## src/sv/sob_pkg.sv

```systemverilog
// sob_pkg: shared codes and the result beat type of the stack/queue buffer
// no dependencies
package sob_pkg;

  localparam int unsigned WORD_W = 32;

  // operation codes on the input channel
  localparam logic [1:0] OP_PUSH = 2'd0;
  localparam logic [1:0] OP_POP  = 2'd1;
  localparam logic [1:0] OP_DUMP = 2'd2;

  // status codes on the result channel
  localparam logic [1:0] STAT_OK    = 2'd0;
  localparam logic [1:0] STAT_EMPTY = 2'd1;
  localparam logic [1:0] STAT_FULL  = 2'd2;

  // order_mode values
  localparam logic MODE_STACK = 1'b0;
  localparam logic MODE_QUEUE = 1'b1;

  // register index (word address bit 2 of paddr)
  localparam logic REG_ORDER_MODE = 1'b0;

  typedef struct packed {
    logic signed [WORD_W-1:0] word;
    logic [1:0]               status;
    logic                     last;
  } result_t;

endpackage

```

## src/sv/sob_ram.sv

```systemverilog
// sob_ram: word store of the buffer, one write and one registered read port
// depends on sob_pkg for the word width
module sob_ram #(
  parameter int unsigned DEPTH = 32
) (
  input  logic                              clk_i,
  input  logic                              we_i,
  input  logic [$clog2(DEPTH)-1:0]          waddr_i,
  input  logic [sob_pkg::WORD_W-1:0]        wdata_i,
  input  logic                              re_i,
  input  logic [$clog2(DEPTH)-1:0]          raddr_i,
  output logic [sob_pkg::WORD_W-1:0]        rdata_o
);

  logic [sob_pkg::WORD_W-1:0] mem_q [DEPTH];
  logic [sob_pkg::WORD_W-1:0] rdata_q;

  always_ff @(posedge clk_i) begin
    if (we_i) begin
      mem_q[waddr_i] <= wdata_i;
    end
  end

  // read data holds until the next read
  always_ff @(posedge clk_i) begin
    if (re_i) begin
      rdata_q <= mem_q[raddr_i];
    end
  end

  assign rdata_o = rdata_q;

endmodule

```

## src/sv/sob_seq.sv

```systemverilog
// sob_seq: sequencer of the buffer: pointers, occupancy, memory requests, result register
// depends on sob_pkg; drives the ports of sob_ram
module sob_seq #(
  parameter int unsigned DEPTH = 32
) (
  input  logic                              clk_i,
  input  logic                              rst_ni,
  input  logic                              order_mode_i,
  input  logic                              in_valid_i,
  output logic                              in_ready_o,
  input  logic [1:0]                        operation_i,
  input  logic [sob_pkg::WORD_W-1:0]        push_value_i,
  output logic                              out_valid_o,
  input  logic                              out_ready_i,
  output sob_pkg::result_t                  out_beat_o,
  output logic                              mem_we_o,
  output logic [$clog2(DEPTH)-1:0]          mem_waddr_o,
  output logic [sob_pkg::WORD_W-1:0]        mem_wdata_o,
  output logic                              mem_re_o,
  output logic [$clog2(DEPTH)-1:0]          mem_raddr_o,
  input  logic [sob_pkg::WORD_W-1:0]        mem_rdata_i
);

  localparam int unsigned PW = $clog2(DEPTH);
  localparam int unsigned CW = $clog2(DEPTH + 1);
  localparam logic [PW:0]   DEPTH_EXT = (PW + 1)'(DEPTH);
  localparam logic [CW-1:0] OCC_FULL  = CW'(DEPTH);
  localparam logic [PW-1:0] SLOT_MAX  = PW'(DEPTH - 1);

  localparam logic [1:0] S_IDLE = 2'd0;
  localparam logic [1:0] S_POP  = 2'd1;
  localparam logic [1:0] S_DUMP = 2'd2;

  logic [1:0]       state_q, state_d;
  logic [CW-1:0]    occ_q, occ_d;
  logic [PW-1:0]    front_q, front_d;
  logic [PW-1:0]    cnt_q, cnt_d;
  logic             out_valid_q, out_valid_d;
  sob_pkg::result_t out_q, out_d;
  logic             out_load;

  logic             out_free;
  logic             accept;
  logic             empty;
  logic             full;
  logic [PW-1:0]    occ_m1;
  logic [PW-1:0]    rd_idx;
  logic [PW-1:0]    rd_logical;
  logic             dump_last;

  // front + logical stays below twice the depth
  function automatic logic [PW-1:0] wrap_slot(input logic [PW:0] sum);
    logic [PW:0] red;
    red = (sum >= DEPTH_EXT) ? sum - DEPTH_EXT : sum;
    return red[PW-1:0];
  endfunction

  assign out_free   = !out_valid_q || out_ready_i;
  assign in_ready_o = (state_q == S_IDLE) && out_free;
  assign accept     = in_valid_i && in_ready_o;
  assign empty      = (occ_q == '0);
  assign full       = (occ_q == OCC_FULL);
  assign occ_m1     = PW'(occ_q - CW'(1));
  assign dump_last  = (cnt_q == occ_m1);

  // pop and the first dump read share index 0; later dump reads take cnt + 1
  assign rd_idx      = (state_q == S_DUMP) ? cnt_q + PW'(1) : '0;
  assign rd_logical  = (order_mode_i == sob_pkg::MODE_QUEUE) ? rd_idx : occ_m1 - rd_idx;
  assign mem_raddr_o = wrap_slot({1'b0, front_q} + {1'b0, rd_logical});
  assign mem_waddr_o = wrap_slot({1'b0, front_q} + {1'b0, PW'(occ_q)});
  assign mem_wdata_o = push_value_i;

  always_comb begin
    state_d     = state_q;
    occ_d       = occ_q;
    front_d     = front_q;
    cnt_d       = cnt_q;
    out_valid_d = out_valid_q && !out_ready_i;
    out_d       = out_q;
    out_load    = 1'b0;
    mem_we_o    = 1'b0;
    mem_re_o    = 1'b0;
    case (state_q)
      S_IDLE: begin
        if (accept) begin
          case (operation_i)
            sob_pkg::OP_PUSH: begin
              out_load     = 1'b1;
              out_d.word   = '0;
              out_d.last   = 1'b1;
              if (full) begin
                out_d.status = sob_pkg::STAT_FULL;
              end else begin
                out_d.status = sob_pkg::STAT_OK;
                mem_we_o     = 1'b1;
                occ_d        = occ_q + CW'(1);
              end
            end
            sob_pkg::OP_POP: begin
              if (empty) begin
                out_load     = 1'b1;
                out_d.word   = '0;
                out_d.status = sob_pkg::STAT_EMPTY;
                out_d.last   = 1'b1;
              end else begin
                mem_re_o = 1'b1;
                occ_d    = occ_q - CW'(1);
                if (order_mode_i == sob_pkg::MODE_QUEUE) begin
                  front_d = (front_q == SLOT_MAX) ? '0 : front_q + PW'(1);
                end
                state_d = S_POP;
              end
            end
            sob_pkg::OP_DUMP: begin
              if (!empty) begin
                mem_re_o = 1'b1;
                cnt_d    = '0;
                state_d  = S_DUMP;
              end
            end
            default: begin
            end
          endcase
        end
      end
      S_POP: begin
        if (out_free) begin
          out_load     = 1'b1;
          out_d.word   = mem_rdata_i;
          out_d.status = sob_pkg::STAT_OK;
          out_d.last   = 1'b1;
          state_d      = S_IDLE;
        end
      end
      S_DUMP: begin
        // next read goes out only as the pending word moves to the result register
        if (out_free) begin
          out_load     = 1'b1;
          out_d.word   = mem_rdata_i;
          out_d.status = sob_pkg::STAT_OK;
          out_d.last   = dump_last;
          if (dump_last) begin
            state_d = S_IDLE;
          end else begin
            mem_re_o = 1'b1;
            cnt_d    = cnt_q + PW'(1);
          end
        end
      end
      default: begin
        state_d = S_IDLE;
      end
    endcase
    if (out_load) begin
      out_valid_d = 1'b1;
    end
  end

  always_ff @(posedge clk_i or negedge rst_ni) begin
    if (!rst_ni) begin
      state_q     <= S_IDLE;
      occ_q       <= '0;
      front_q     <= '0;
      cnt_q       <= '0;
      out_valid_q <= 1'b0;
    end else begin
      state_q     <= state_d;
      occ_q       <= occ_d;
      front_q     <= front_d;
      cnt_q       <= cnt_d;
      out_valid_q <= out_valid_d;
    end
  end

  always_ff @(posedge clk_i) begin
    if (out_load) begin
      out_q <= out_d;
    end
  end

  assign out_valid_o = out_valid_q;
  assign out_beat_o  = out_q;

endmodule

```

## src/sv/stack_or_queue_buffer.sv

```systemverilog
// stack_or_queue_buffer: bounded lifo/fifo word buffer with an apb mode register
// depends on sob_pkg, sob_ram and sob_seq
//
//  port group   dir   beat / access
//  in_*         in    operation_i, push_value_i (valid/ready)
//  out_*        out   word_o, status_o, last_o (valid/ready)
//  apb          in    order_mode at byte address 0
//
// push, full push and empty pop: back to back while out_ready_i is high
// pop: the word memory read is registered, so the sequencer waits in S_POP for the word
// dump of n words: the first read goes out as the dump is taken, then one word per cycle while out_ready_i is high
// reset clears occupancy, front pointer and mode; the word memory is not cleared
// a stalled result holds the sequencer; a new beat is taken as the result is taken
module stack_or_queue_buffer #(
  parameter int unsigned DEPTH = 32
) (
  input  logic                        clk_i,
  input  logic                        rst_ni,
  input  logic                        psel,
  input  logic                        penable,
  input  logic                        pwrite,
  input  logic [2:0]                  paddr,
  input  logic [31:0]                 pwdata,
  output logic [31:0]                 prdata,
  output logic                        pready,
  input  logic                        in_valid_i,
  output logic                        in_ready_o,
  input  logic [1:0]                  operation_i,
  input  logic signed [31:0]          push_value_i,
  output logic                        out_valid_o,
  input  logic                        out_ready_i,
  output logic signed [31:0]          word_o,
  output logic [1:0]                  status_o,
  output logic                        last_o
);

  localparam int unsigned PW = $clog2(DEPTH);

  logic                        mode_q, mode_d;
  logic                        cfg_write;
  sob_pkg::result_t            out_beat;
  logic                        mem_we;
  logic [PW-1:0]               mem_waddr;
  logic [sob_pkg::WORD_W-1:0]  mem_wdata;
  logic                        mem_re;
  logic [PW-1:0]               mem_raddr;
  logic [sob_pkg::WORD_W-1:0]  mem_rdata;

  assign pready    = 1'b1;
  assign cfg_write = psel && penable && pwrite && pready;
  assign mode_d    = (cfg_write && paddr[2] == sob_pkg::REG_ORDER_MODE) ? pwdata[0] : mode_q;
  assign prdata    = (paddr[2] == sob_pkg::REG_ORDER_MODE) ? {31'b0, mode_q} : '0;

  always_ff @(posedge clk_i or negedge rst_ni) begin
    if (!rst_ni) begin
      mode_q <= sob_pkg::MODE_STACK;
    end else begin
      mode_q <= mode_d;
    end
  end

  sob_ram #(
    .DEPTH (DEPTH)
  ) u_ram (
    .clk_i   (clk_i),
    .we_i    (mem_we),
    .waddr_i (mem_waddr),
    .wdata_i (mem_wdata),
    .re_i    (mem_re),
    .raddr_i (mem_raddr),
    .rdata_o (mem_rdata)
  );

  sob_seq #(
    .DEPTH (DEPTH)
  ) u_seq (
    .clk_i        (clk_i),
    .rst_ni       (rst_ni),
    .order_mode_i (mode_q),
    .in_valid_i   (in_valid_i),
    .in_ready_o   (in_ready_o),
    .operation_i  (operation_i),
    .push_value_i (push_value_i),
    .out_valid_o  (out_valid_o),
    .out_ready_i  (out_ready_i),
    .out_beat_o   (out_beat),
    .mem_we_o     (mem_we),
    .mem_waddr_o  (mem_waddr),
    .mem_wdata_o  (mem_wdata),
    .mem_re_o     (mem_re),
    .mem_raddr_o  (mem_raddr),
    .mem_rdata_i  (mem_rdata)
  );

  assign word_o   = out_beat.word;
  assign status_o = out_beat.status;
  assign last_o   = out_beat.last;

  // error results are always single beats
  a_err_is_last : assert property (@(posedge clk_i) disable iff (!rst_ni)
    out_valid_o && status_o != sob_pkg::STAT_OK |-> last_o)
    else $error("error status on a non-final result beat");

  // error results carry a zero word
  a_err_word_zero : assert property (@(posedge clk_i) disable iff (!rst_ni)
    out_valid_o && status_o != sob_pkg::STAT_OK |-> word_o == '0)
    else $error("error result with nonzero word");

  // a mode write lands in the register
  a_mode_write : assert property (@(posedge clk_i) disable iff (!rst_ni)
    cfg_write && paddr[2] == sob_pkg::REG_ORDER_MODE |=> mode_q == $past(pwdata[0]))
    else $error("order mode write lost");

endmodule
```

## config.mk

```make
export PLATFORM = sky130hd
export DESIGN_NAME = stack_or_queue_buffer
export DESIGN_NICKNAME = d
export VERILOG_FILES = /design/src/sv/sob_pkg.sv /design/src/sv/sob_ram.sv /design/src/sv/sob_seq.sv /design/src/sv/stack_or_queue_buffer.sv
export SDC_FILE = /design/constraint.sdc
export NUM_CORES = 1
export LEC_CHECK = 0
export BUFFER_PORTS_ARGS = -buffer_cell sky130_fd_sc_hd__buf_4
export CAP_MARGIN = 10
export CORE_MARGIN = 5
export CORE_UTILIZATION = 50
export DETAILED_ROUTE_END_ITERATION = 8
export GPL_ROUTABILITY_DRIVEN = 1
export PLACE_DENSITY = 0.74
export SLEW_MARGIN = 20
export SYNTH_ARGS = -nofsm -noshare
export SYNTH_HDL_FRONTEND = slang
export SYNTH_SLANG_ARGS = --single-unit
```

## constraint.sdc

```tcl
create_clock -name clk_i -period 5.53 [get_ports clk_i]
set_input_delay 1.106 -clock clk_i [delete_from_list [all_inputs] [get_ports clk_i]]
set_output_delay 1.106 -clock clk_i [all_outputs]
set_load 0.03 [all_outputs]
```

Yosys cells after proc, flatten, opt, wreduce, memory -nomap -nowiden

Memory sizes are Yosys's and may differ from the RTL's. A register that Yosys moved wholly into a read port is not among the register bits.
Index checks and enable logic that the tools add are counted.
W data, S select, Z words.

Memory bits (writable): 1024
Memories: 1
Bits in registers: 55
Output and inout bits: 70
Word-level logic and storage cells: 114
Input port bits: 76

Multiplexer cells: 48
Bitwise gates (word level): 2
Reduce and logical (&&, ||, !) cells: 22
Add/subtract/negate cells: 9
Equal/unequal tests: 21
Order comparisons: 2

Memories:

| name        | depth | bits a word | rd ports | clocked after Yosys merged registers in | wr ports | RTL line      | text |
|---|---|---|---|---|---|---|---|
| u_ram.mem_q | 32    | 32          | 1        | 1                                       | 1        | sob_ram.sv:15 | `logic [sob_pkg::WORD_W-1:0] mem_q [DEPTH];` |

Operator list:

| cell                  | number |
|---|---|
| $mux W35              | 4 |
| $pmux W35 S3          | 1 |
| $pmux W35 S2          | 1 |
| $mux W5               | 10 |
| $mux W1               | 16 |
| $mux W2               | 7 |
| $reduce_and A7 Y1     | 2 |
| $add A5 B5 Y6         | 2 |
| $ge A6 B6 Y1 const B  | 2 |
| $mux W6               | 2 |
| $ne A3 B3 Y1 const B  | 4 |
| $pmux W6 S2           | 1 |
| $add A5 B1 Y5 const B | 2 |
| $ne A2 B2 Y1 const B  | 5 |
| $pmux W5 S2           | 1 |
| $reduce_and A5 Y1     | 2 |
| $sub A5 B1 Y5 const B | 2 |
| $ne A2 B1 Y1 const B  | 4 |
| $add A6 B1 Y6 const B | 1 |
| $eq A6 B6 Y1 const B  | 1 |
| $logic_and A1 B1 Y1   | 6 |
| $logic_not A6 Y1      | 1 |
| $pmux W1 S2           | 3 |
| $pmux W2 S3           | 1 |
| other kinds (16)      | 23 |

Longest topological paths before layout

Gate-level depths: netlist of run 1.

Depth after elaboration: 8
Depth in mapped cells: 19
Gate-level depth less buffers: 17

Hierarchy

Synthesis of run 1 repeated with hierarchy kept, for this count alone.

Cells, all modules: 2624
Area, all modules: 44614.0 µm²

Modules (own cells, without submodules):

| module                | sequential area each (µm²) | area each (µm²) | times used | cells an instance |
|---|---|---|---|---|
| sob_ram               | 31710.4                    | 40812.9         | 1          | 2260 |
| sob_seq               | 1526.5                     | 3499.6          | 1          | 326 |
| stack_or_queue_buffer | 25.0                       | 301.5           | 1          | 38 |

Least setup slack after synthesis of run 1

No wires, ideal clock.

Kind: input -> register
From: input out_ready_i
To: register u_seq.out_q, in the netlist u_seq.out_beat_o[0] (enable)
Cell stages on the path: 6
Path slack: 0.350 ns
Required time: 5.038 ns
Buffers on the path: 0
Arrival time: 4.688 ns
Library setup time: 0.492 ns
Cell sequence: nand2b_1 and2_1 nand2_1 o21ai_1 nand2b_1 a311oi_1

Word-level cells in the longest chain between the ends: 6
Elaborated cells between the ends (all ways): 10
Those cells by class: eq/ne (3); mux (3); reduce/logical (4)

RTL lines:

| item                          | RTL line                    | text |
|---|---|---|
| start: declaration            | stack_or_queue_buffer.sv:31 | `input logic out_ready_i,` |
| $logic_or A1 B1 Y1 *          | sob_seq.sv:58               | `assign out_free = !out_valid_q \|\| out_ready_i;` |
| $logic_and A1 B1 Y1 *         | sob_seq.sv:59               | `assign in_ready_o = (state_q == S_IDLE) && out_free;` |
| via in_ready_o                | stack_or_queue_buffer.sv:27 | `output logic in_ready_o,` |
| $logic_and A1 B1 Y1 *         | sob_seq.sv:60               | `assign accept = in_valid_i && in_ready_o;` |
| $mux W1                       | sob_seq.sv:85               | `if (accept) begin` |
| $pmux W1 S2                   | sob_seq.sv:83               | `case (state_q)` |
| $reduce_and A7 Y1 (no line) * | n/a                         |  |
| end signal: assignment        | sob_seq.sv:177              | `out_q <= out_d;` |
| end: declaration              | sob_seq.sv:39               | `sob_pkg::result_t out_q, out_d;` |

Mark *: on every way through the listed nets, which the timed path passes. The rest lies on a longest branch.
A chain may end at the register's enable or synchronous reset.

Worst setup path in the final report of run 1

From: register u_seq.state_q[0]
To: register u_ram.rdata_q, in the netlist u_ram.rdata_o[12] (read register of u_ram.mem_q), data pin

Word-level cells in the longest chain between the ends: 7
Elaborated cells between the ends (all ways): 13
Those cells by class: add/sub (3); order compare (1); eq/ne (1); mux (5); reduce/logical (3)

RTL lines:

| item                                                 | RTL line                     | text |
|---|---|---|
| start: declaration                                   | sob_seq.sv:34                | `logic [1:0] state_q, state_d;` |
| start signal: assignment                             | sob_seq.sv:167               | `state_q <= state_d;` |
| $eq A2 B2 Y1                                         | sob_seq.sv:67, sob_seq.sv:83 |  |
| $mux W5                                              | sob_seq.sv:67                | `assign rd_idx = (state_q == S_DUMP) ? cnt_q + PW'(1) : '0;` |
| $sub A5 B5 Y5                                        | sob_seq.sv:68                | `assign rd_logical = (order_mode_i == sob_pkg::MODE_QUEUE) ? rd_idx : occ_m1 - rd_idx;` |
| $mux W5                                              | sob_seq.sv:68                |  |
| $add A5 B5 Y6                                        | sob_seq.sv:69                | `assign mem_raddr_o = wrap_slot({1'b0, front_q} + {1'b0, rd_logical});` |
| $sub A5 B1 Y5 / $ge A6 B6 Y1 (equally long branches) | sob_seq.sv:54                | `red = (sum >= DEPTH_EXT) ? sum - DEPTH_EXT : sum;` |
| $mux W5                                              | sob_seq.sv:54                |  |
| end: declaration                                     | sob_ram.sv:16                | `logic [sob_pkg::WORD_W-1:0] rdata_q;` |

Several ways; a longest one is shown, not always the timed one.

==> impl_metrics.env, run 1 <==
export IMPL_cts_tree="yes"
export IMPL_gr_total_overflow=0
export IMPL_grt_start_max_net_pins=91
export IMPL_antenna_left=0
export IMPL_async_reset_ff_frac=0.01800
export IMPL_routedWlPerCell_microns=28.42
export IMPL_tightest_slew_ns=0.9364
export IMPL_synth_seq_cells=1111
export IMPL_cts_root_buf="clkbuf_16"
export IMPL_cts_resized=0
export IMPL_synth_area_sq_um=44080
export IMPL_syn_avg_cell_area_sq_um=19.90
export IMPL_max_cap_viol_count=0
export IMPL_holdBufCountCts=0
export IMPL_drc=0
export IMPL_port_buffers=80
export IMPL_synthTopCellsByArea="edfxtp_1, mux4_2, nand2_1"
export IMPL_fp_row_count=108
export IMPL_num_vias=21870
export IMPL_syn2layout_area_growth_pct=13.19
export IMPL_cp_cell_sequence="inv_1, ha_1, clkinv_1, nor2_1, ha_1, inv_1, fa_1, inv_1, o21ai_0, fa_4, buf_12, buf_12, mux4_2, nand2_1, and3_1, a31oi_1, mux2_4"
export IMPL_ios=146
export IMPL_cp_data_arrival_time_ns=5.51
export IMPL_antenna_found_initial=2
export IMPL_cts_buffer_depth=3
export IMPL_slowest_delay_ns=0.83
export IMPL_worstSetupPathType="flop to flop"
export IMPL_die_y_microns=306.9
export IMPL_fin_skew_ns=0.05030
export IMPL_fmaxAchievable_mhz=201.8
export IMPL_core_area_sq_um=87160
export IMPL_start_kind="flop"
export IMPL_synth_ff_type="edfxtp_1"
export IMPL_htree_levels=3
export IMPL_cts_buffers=105
export IMPL_fin_nets=2456
export IMPL_clkSinkCount=1111
export IMPL_hp_class="primary input to asynchronous set/reset pin"
export IMPL_rsz0062_at_grt="no"
export IMPL_synth_edff_count=1091
export IMPL_grtUsageTotal=0.2168
export IMPL_critPathSlowestCell="fa_4"
export IMPL_drt_initial_drc_count=2814
export IMPL_die_x_microns=306.9
export IMPL_required_ns=6.08
export IMPL_grt_pass1_wl_microns=150600
export IMPL_clkTransAtPathRegs_ns=0.06
export IMPL_first_pass_iters=6
export IMPL_dpl_hpwl_microns=53570
export IMPL_tns_ns=0
export IMPL_synth_largest_area_cell="edfxtp_1"
export IMPL_critPathCaptureType="flop"
export IMPL_fillers=6085
export IMPL_slew_headroom=0.3740
export IMPL_setup_violations=0
export IMPL_postCtsSetupBuffers=0
export IMPL_status="completed"
export IMPL_period_needed_ns=4.955
export IMPL_wirelength_microns=102100
export IMPL_grt_pass1_vias=22710
export IMPL_place_congestion=0.8099
export IMPL_crit_fanout=36
export IMPL_min_period_over_period=0.8961
export IMPL_hold_viol=0
export IMPL_synth_top_area_frac=0.7433
export IMPL_drive_above_1_share=0.2610
export IMPL_die_area_sq_um=94190
export IMPL_cpMostUsedCell="inv_1"
export IMPL_initial_utilization=0.5057
export IMPL_yosysSeqAreaShare=0.7546
export IMPL_syn_instance_count=2215
export IMPL_slew_viol_final=0
export IMPL_vias_per_cell=6.086
export IMPL_netlist_cell_type_count=54
export IMPL_yosys_warnings=0
export IMPL_clkLatencyLatePin_ns=0.69
-- final timing paths --
check	from	endpoint	slack (ns)	cells past startpoint
max	u_seq.state_q[0]$_DFFE_PN0P_	u_ram.rdata_o[12]$_DFFE_PP_	0.57	17
min	rst_ni	u_seq.out_valid_o$_DFF_PN0_	0.29	1
max reg2reg	u_seq.state_q[0]$_DFFE_PN0P_	u_ram.rdata_o[12]$_DFFE_PP_	0.57	17
min reg2reg	u_ram.rdata_o[29]$_DFFE_PP_	u_seq.out_beat_o[32]$_DFFE_PP_	0.52	1
max in group asynchronous	rst_ni	u_seq.occ_q[0]$_DFFE_PN0P_	5.01	1
min in group clk_i	u_ram.rdata_o[29]$_DFFE_PP_	u_seq.out_beat_o[32]$_DFFE_PP_	0.52	1
-- registers in the layout, summed over array words and instances, names as in the netlist --
signal and count:
mode_q 1, u_seq.out_beat_o 35, u_seq.out_valid_o 1, u_seq.occ_q 6, u_seq.state_q 2, u_ram.mem_q 1024, u_seq.front_q 5, u_seq.cnt_q 5
u_ram.rdata_o 32
-- cell usage in the layout (no fill, tap or decap), drive strengths merged, types with 20 or more instances in the layout --
cell type / count
a31oi: 66
and2: 33
and3: 67
buf: 143
clkbuf: 126
clkinv: 48
conb: 32
dfrtp: 20
edfxtp: 1091
ha: 25
mux2: 36
mux4: 256
nand2: 285
nor2: 47
-- stage by stage --
| step | cells | setup WS, ns | cell area, sq um | utilization | hold WS [ns] |
|---|---|---|---|---|---|
| 3_5_place_dp | 3400 | 0.6881 | 46510 | 0.5336 | 0.5100 |
| 4_1_cts | 3592 | 0.6498 | 49890 | 0.5724 | 0.2612 |
| 2_1_floorplan | 2245 | 0.3500 | 44190 | - | 0.4967 |
| 3_3_place_gp | 3400 | 0.8528 | 46510 | 0.5336 | 0.5138 |
| 5_1_grt | 3593 | 0.4650 | 49890 | 0.5724 | 0.2792 |
| 6_report | 3594 | 0.5748 | 49890 | 0.5725 | 0.2914 |
-- layout make-up --
| cell class | instances | area, sq um | area share |
|---|---|---|---|
| Antenna cell | 2 | 5.005 | 0.0001003 |
| Clock buffer | 126 | 2706 | 0.05424 |
| Clock inverter | 66 | 673.1 | 0.01349 |
| Inverter | 15 | 56.30 | 0.001128 |
| Multi-Input combinational cell | 976 | 10360 | 0.2076 |
| Sequential cell | 1111 | 33260 | 0.6666 |
| Tap cell | 1155 | 1445 | 0.02896 |
| Timing Repair Buffer | 143 | 1386 | 0.02779 |
-- metal layers --
layer,global-route usage,wire length [microns],up-vias
li1,-,-,9090
met1,0.2952,38510,11370
met2,0.3602,50940,1239
met3,0.04845,10170,169
met4,0.05934,2496,2
met5,0,12,-
-- cells by family (layout without fill, tap and decap cells) --
group,after synthesis,after routing,synth area share
flip-flops,1111,1111,0.7546
AND/OR/NAND/NOR,476,476,0.04936
multiplexers,292,292,0.1426
buffers and inverters,158,350,0.02098
AO/OA/AOI/OAI,116,116,0.01621
XOR/XNOR,32,32,0.007664
adder cells (fa/ha/maj),28,28,0.008459
other,2,34,0.0001704
-- cell usage after synthesis (4+ instances only) --
cell	count
dfrtp_1	20
a21o_1	9
nand3_1	11
nor3_1	6
a31oi_1	66
buf_2	13
o21ai_1	7
o21ai_0	6
edfxtp_1	1091
buf_4	42
nand2_1	285
clkbuf_1	56
nand2b_1	11
buf_6	21
a21oi_1	18
xnor2_1	13
mux2_2	4
mux2_4	30
nor2_1	46
mux4_2	256
and2_1	33
inv_1	14
xor2_1	14
buf_1	11
and3_1	67
ha_1	25
-- critical path, delay by kind of cell (launching register included) --
family	cells	cell delay, ns
adder cells (fa/ha/maj)	4	1.73
buffers and inverters	6	0.87
AO/OA/AOI/OAI	2	0.82
multiplexers	2	0.50
AND/OR/NAND/NOR	3	0.47
flip-flops	1	0.41
Power of run 1 is left out: the tool's default activity adds up to more than one toggle a clock period on the data nets, which glitch-free logic cannot reach.
==> run 2, diff against run 1 <==
--- a/config.mk
+++ b/config.mk
@@ -15,4 +15,5 @@
 export SLEW_MARGIN = 20
 export SYNTH_ARGS = -nofsm -noshare
 export SYNTH_HDL_FRONTEND = slang
+export SYNTH_HIERARCHICAL = 1
 export SYNTH_SLANG_ARGS = --single-unit
==> run 2 against run 1 <==
Net effect: clock-buffer cell count rose by 8; clock skew fell by 0.022 ns; critical path depth rose by 4; sequential share of layout area fell by 0.57 points; worst setup slack improved by 0.21 ns; final area rose by 0.87%; non-clock buffer count rose by 45; global-route usage barely moved; critical path type unchanged; largest cell class unchanged.
==> impl_metrics.env, run 2 <==
export IMPL_status="completed"
export IMPL_hold_viol=0
export IMPL_wirelength_microns=104400
export IMPL_slew_headroom=0.3795
export IMPL_antenna_found_initial=1
export IMPL_tightest_slew_ns=0.9280
export IMPL_num_vias=23990
export IMPL_ios=146
export IMPL_vias_per_cell=6.007
export IMPL_grtUsageTotal=0.2172
export IMPL_synth_seq_cells=1111
export IMPL_holdBufCountCts=0
export IMPL_initial_utilization=0.5040
export IMPL_regMostFlops="u_ram/mem_q"
export IMPL_fp_row_count=109
export IMPL_period_needed_ns=4.743
export IMPL_gr_total_overflow=0
export IMPL_setup_violations=0
export IMPL_first_pass_iters=6
export IMPL_postCtsSetupBuffers=0
export IMPL_fillers=6363
export IMPL_dpl_hpwl_microns=57480
export IMPL_ff2ff_setup_slack_ns=0.79
export IMPL_cts_root_buf="clkbuf_16"
export IMPL_drive_above_1_share=0.1390
export IMPL_mostFrequentLayoutCells="edfxtp_1, mux2i_1, buf_4, nand2_1, clkbuf_16"
export IMPL_async_reset_ff_frac=0.01800
export IMPL_die_x_microns=308.7
export IMPL_grt_start_max_net_pins=84
export IMPL_cts_buffers=106
export IMPL_drt_initial_drc_count=2375
export IMPL_clkTransAtPathRegs_ns=0.06
export IMPL_grt_pass1_wl_microns=154200
export IMPL_routedWlPerCell_microns=26.15
export IMPL_yosysSeqAreaShare=0.7455
export IMPL_fin_skew_ns=0.02836
export IMPL_seq_area_sq_um=33260
export IMPL_syn_avg_cell_area_sq_um=17.00
export IMPL_synth_commonest_cells="edfxtp_1, mux2i_1, nand2_1"
export IMPL_min_period_over_period=0.8577
export IMPL_slew_viol_final=0
export IMPL_antenna_left=0
export IMPL_grt_pass1_vias=24120
export IMPL_clkLatencyLatePin_ns=0.67
export IMPL_netlist_cell_type_count=61
export IMPL_yosys_warnings=6
export IMPL_die_y_microns=308.7
export IMPL_hp_class="primary input to asynchronous set/reset pin"
export IMPL_r2r_cells=21
export IMPL_synthTopCellsByArea="edfxtp_1, mux2i_1, buf_4"
export IMPL_syn2layout_area_growth_pct=12.80
export IMPL_synth_largest_area_cell="edfxtp_1"
export IMPL_crit_fanout=17
export IMPL_start_kind="flop"
export IMPL_multiInputGateArea_sq_um=10390
export IMPL_largest_reg_flops=1024
export IMPL_cp_data_arrival_time_ns=5.12
export IMPL_cts_tree="yes"
export IMPL_clkSinkCount=1111
export IMPL_drc=0
export IMPL_critPathCaptureType="flop"
export IMPL_cts_buffer_depth=3
export IMPL_fmaxAchievable_mhz=210.8
export IMPL_die_area_sq_um=95300
export IMPL_r2r_start="u_seq/state_q[0]$_DFFE_PN0P_"
export IMPL_regToRegEndpoint="u_ram/rdata_o[17]$_DFFE_PP_"
export IMPL_synth_area_sq_um=44610
export IMPL_worstSetupPathType="flop to flop"
export IMPL_max_cap_viol_count=0
export IMPL_rsz0062_at_grt="no"
export IMPL_port_buffers=80
export IMPL_core_area_sq_um=88510
export IMPL_synth_ff_type="edfxtp_1"
export IMPL_synth_edff_count=1091
export IMPL_synth_top_area_frac=0.7343
export IMPL_htree_levels=3
export IMPL_final_common_cell="edfxtp_1"
export IMPL_syn_instance_count=2624
export IMPL_fin_nets=2851
export IMPL_required_ns=5.91
export IMPL_tns_ns=0
export IMPL_place_congestion=0.8031
export IMPL_cts_resized=0
export IMPL_synth_most_common_cell="edfxtp_1"
run 2: per-layer routing:
metal | vias up | track usage | wire length, microns
met5 | - | 0 | 12
met4 | 2 | 0.07346 | 3198
met3 | 205 | 0.03334 | 8532
met2 | 1125 | 0.3669 | 51740
met1 | 12290 | 0.2926 | 40950
li1 | 10370 | - | -
run 2: layout make-up:
cell class                      count  share of cell area
Antenna cell                        1          0.00004972
Timing Repair Buffer              188             0.03476
Clock inverter                     55             0.01173
Multi-Input combinational cell   1321              0.2065
Sequential cell                  1111              0.6609
Clock buffer                      134             0.05562
Inverter                           19            0.001417
Tap cell                         1165             0.02896
run 2: worst max-delay path by stage:
stage	slack [ns]	to	from
after floorplan	1.22	u_ram/rdata_o[10]$_DFFE_PP_	u_seq/state_q[0]$_DFFE_PN0P_
after global placement	0.92	u_ram/rdata_o[11]$_DFFE_PP_	u_seq/state_q[0]$_DFFE_PN0P_
after detailed placement	0.80	u_ram/rdata_o[17]$_DFFE_PP_	u_seq/state_q[0]$_DFFE_PN0P_
after CTS	0.79	u_ram/rdata_o[17]$_DFFE_PP_	u_seq/state_q[0]$_DFFE_PN0P_
after global routing	0.46	u_ram/rdata_o[17]$_DFFE_PP_	u_seq/state_q[0]$_DFFE_PN0P_
final	0.79	u_ram/rdata_o[17]$_DFFE_PP_	u_seq/state_q[0]$_DFFE_PN0P_
run 2: metrics by stage:
stage	hold WS, ns	instance area [sq um]	utilization	worst slack (ns)	std cells
after floorplan	0.4782	44730	-	1.215	2654
after global routing	0.3361	50320	0.5686	0.4561	3993
after global placement	0.5043	46930	0.5303	0.9204	3804
final	0.3447	50330	0.5686	0.7872	3994
after detailed placement	0.5022	46930	0.5303	0.8003	3804
after CTS	0.3130	50320	0.5686	0.7921	3993
run 2: kinds of logic (layout without fill, tap and decap cells):
kind of cell | count (synthesis) | count (layout) | synth area share
flip-flops | 1111 | 1111 | 0.7455
other | 2 | 33 | 0.0001683
AND/OR/NAND/NOR | 385 | 385 | 0.04268
multiplexers | 518 | 518 | 0.1163
XOR/XNOR | 29 | 29 | 0.006001
AO/OA/AOI/OAI | 329 | 329 | 0.05000
adder cells (fa/ha/maj) | 28 | 28 | 0.008357
buffers and inverters | 222 | 396 | 0.03091
run 2: critical path, stage by stage (launching register included):
cell and delay, ns:
dfrtp_1 0.41, inv_1 0.13, ha_1 0.19, inv_1 0.12, nor2_1 0.21, ha_1 0.24
fa_1 0.42, nor2_1 0.10, a21o_1 0.11, inv_1 0.05, fa_1 0.39, nand2b_1 0.16
a21oi_1 0.17, xor2_1 0.19, xnor2_1 0.15, xnor2_1 0.16, buf_4 0.16, nand2b_2 0.52
buf_12 0.28, a21oi_1 0.07, nand3_1 0.11, nand3_1 0.12
Power of run 2 is left out for the same reason.
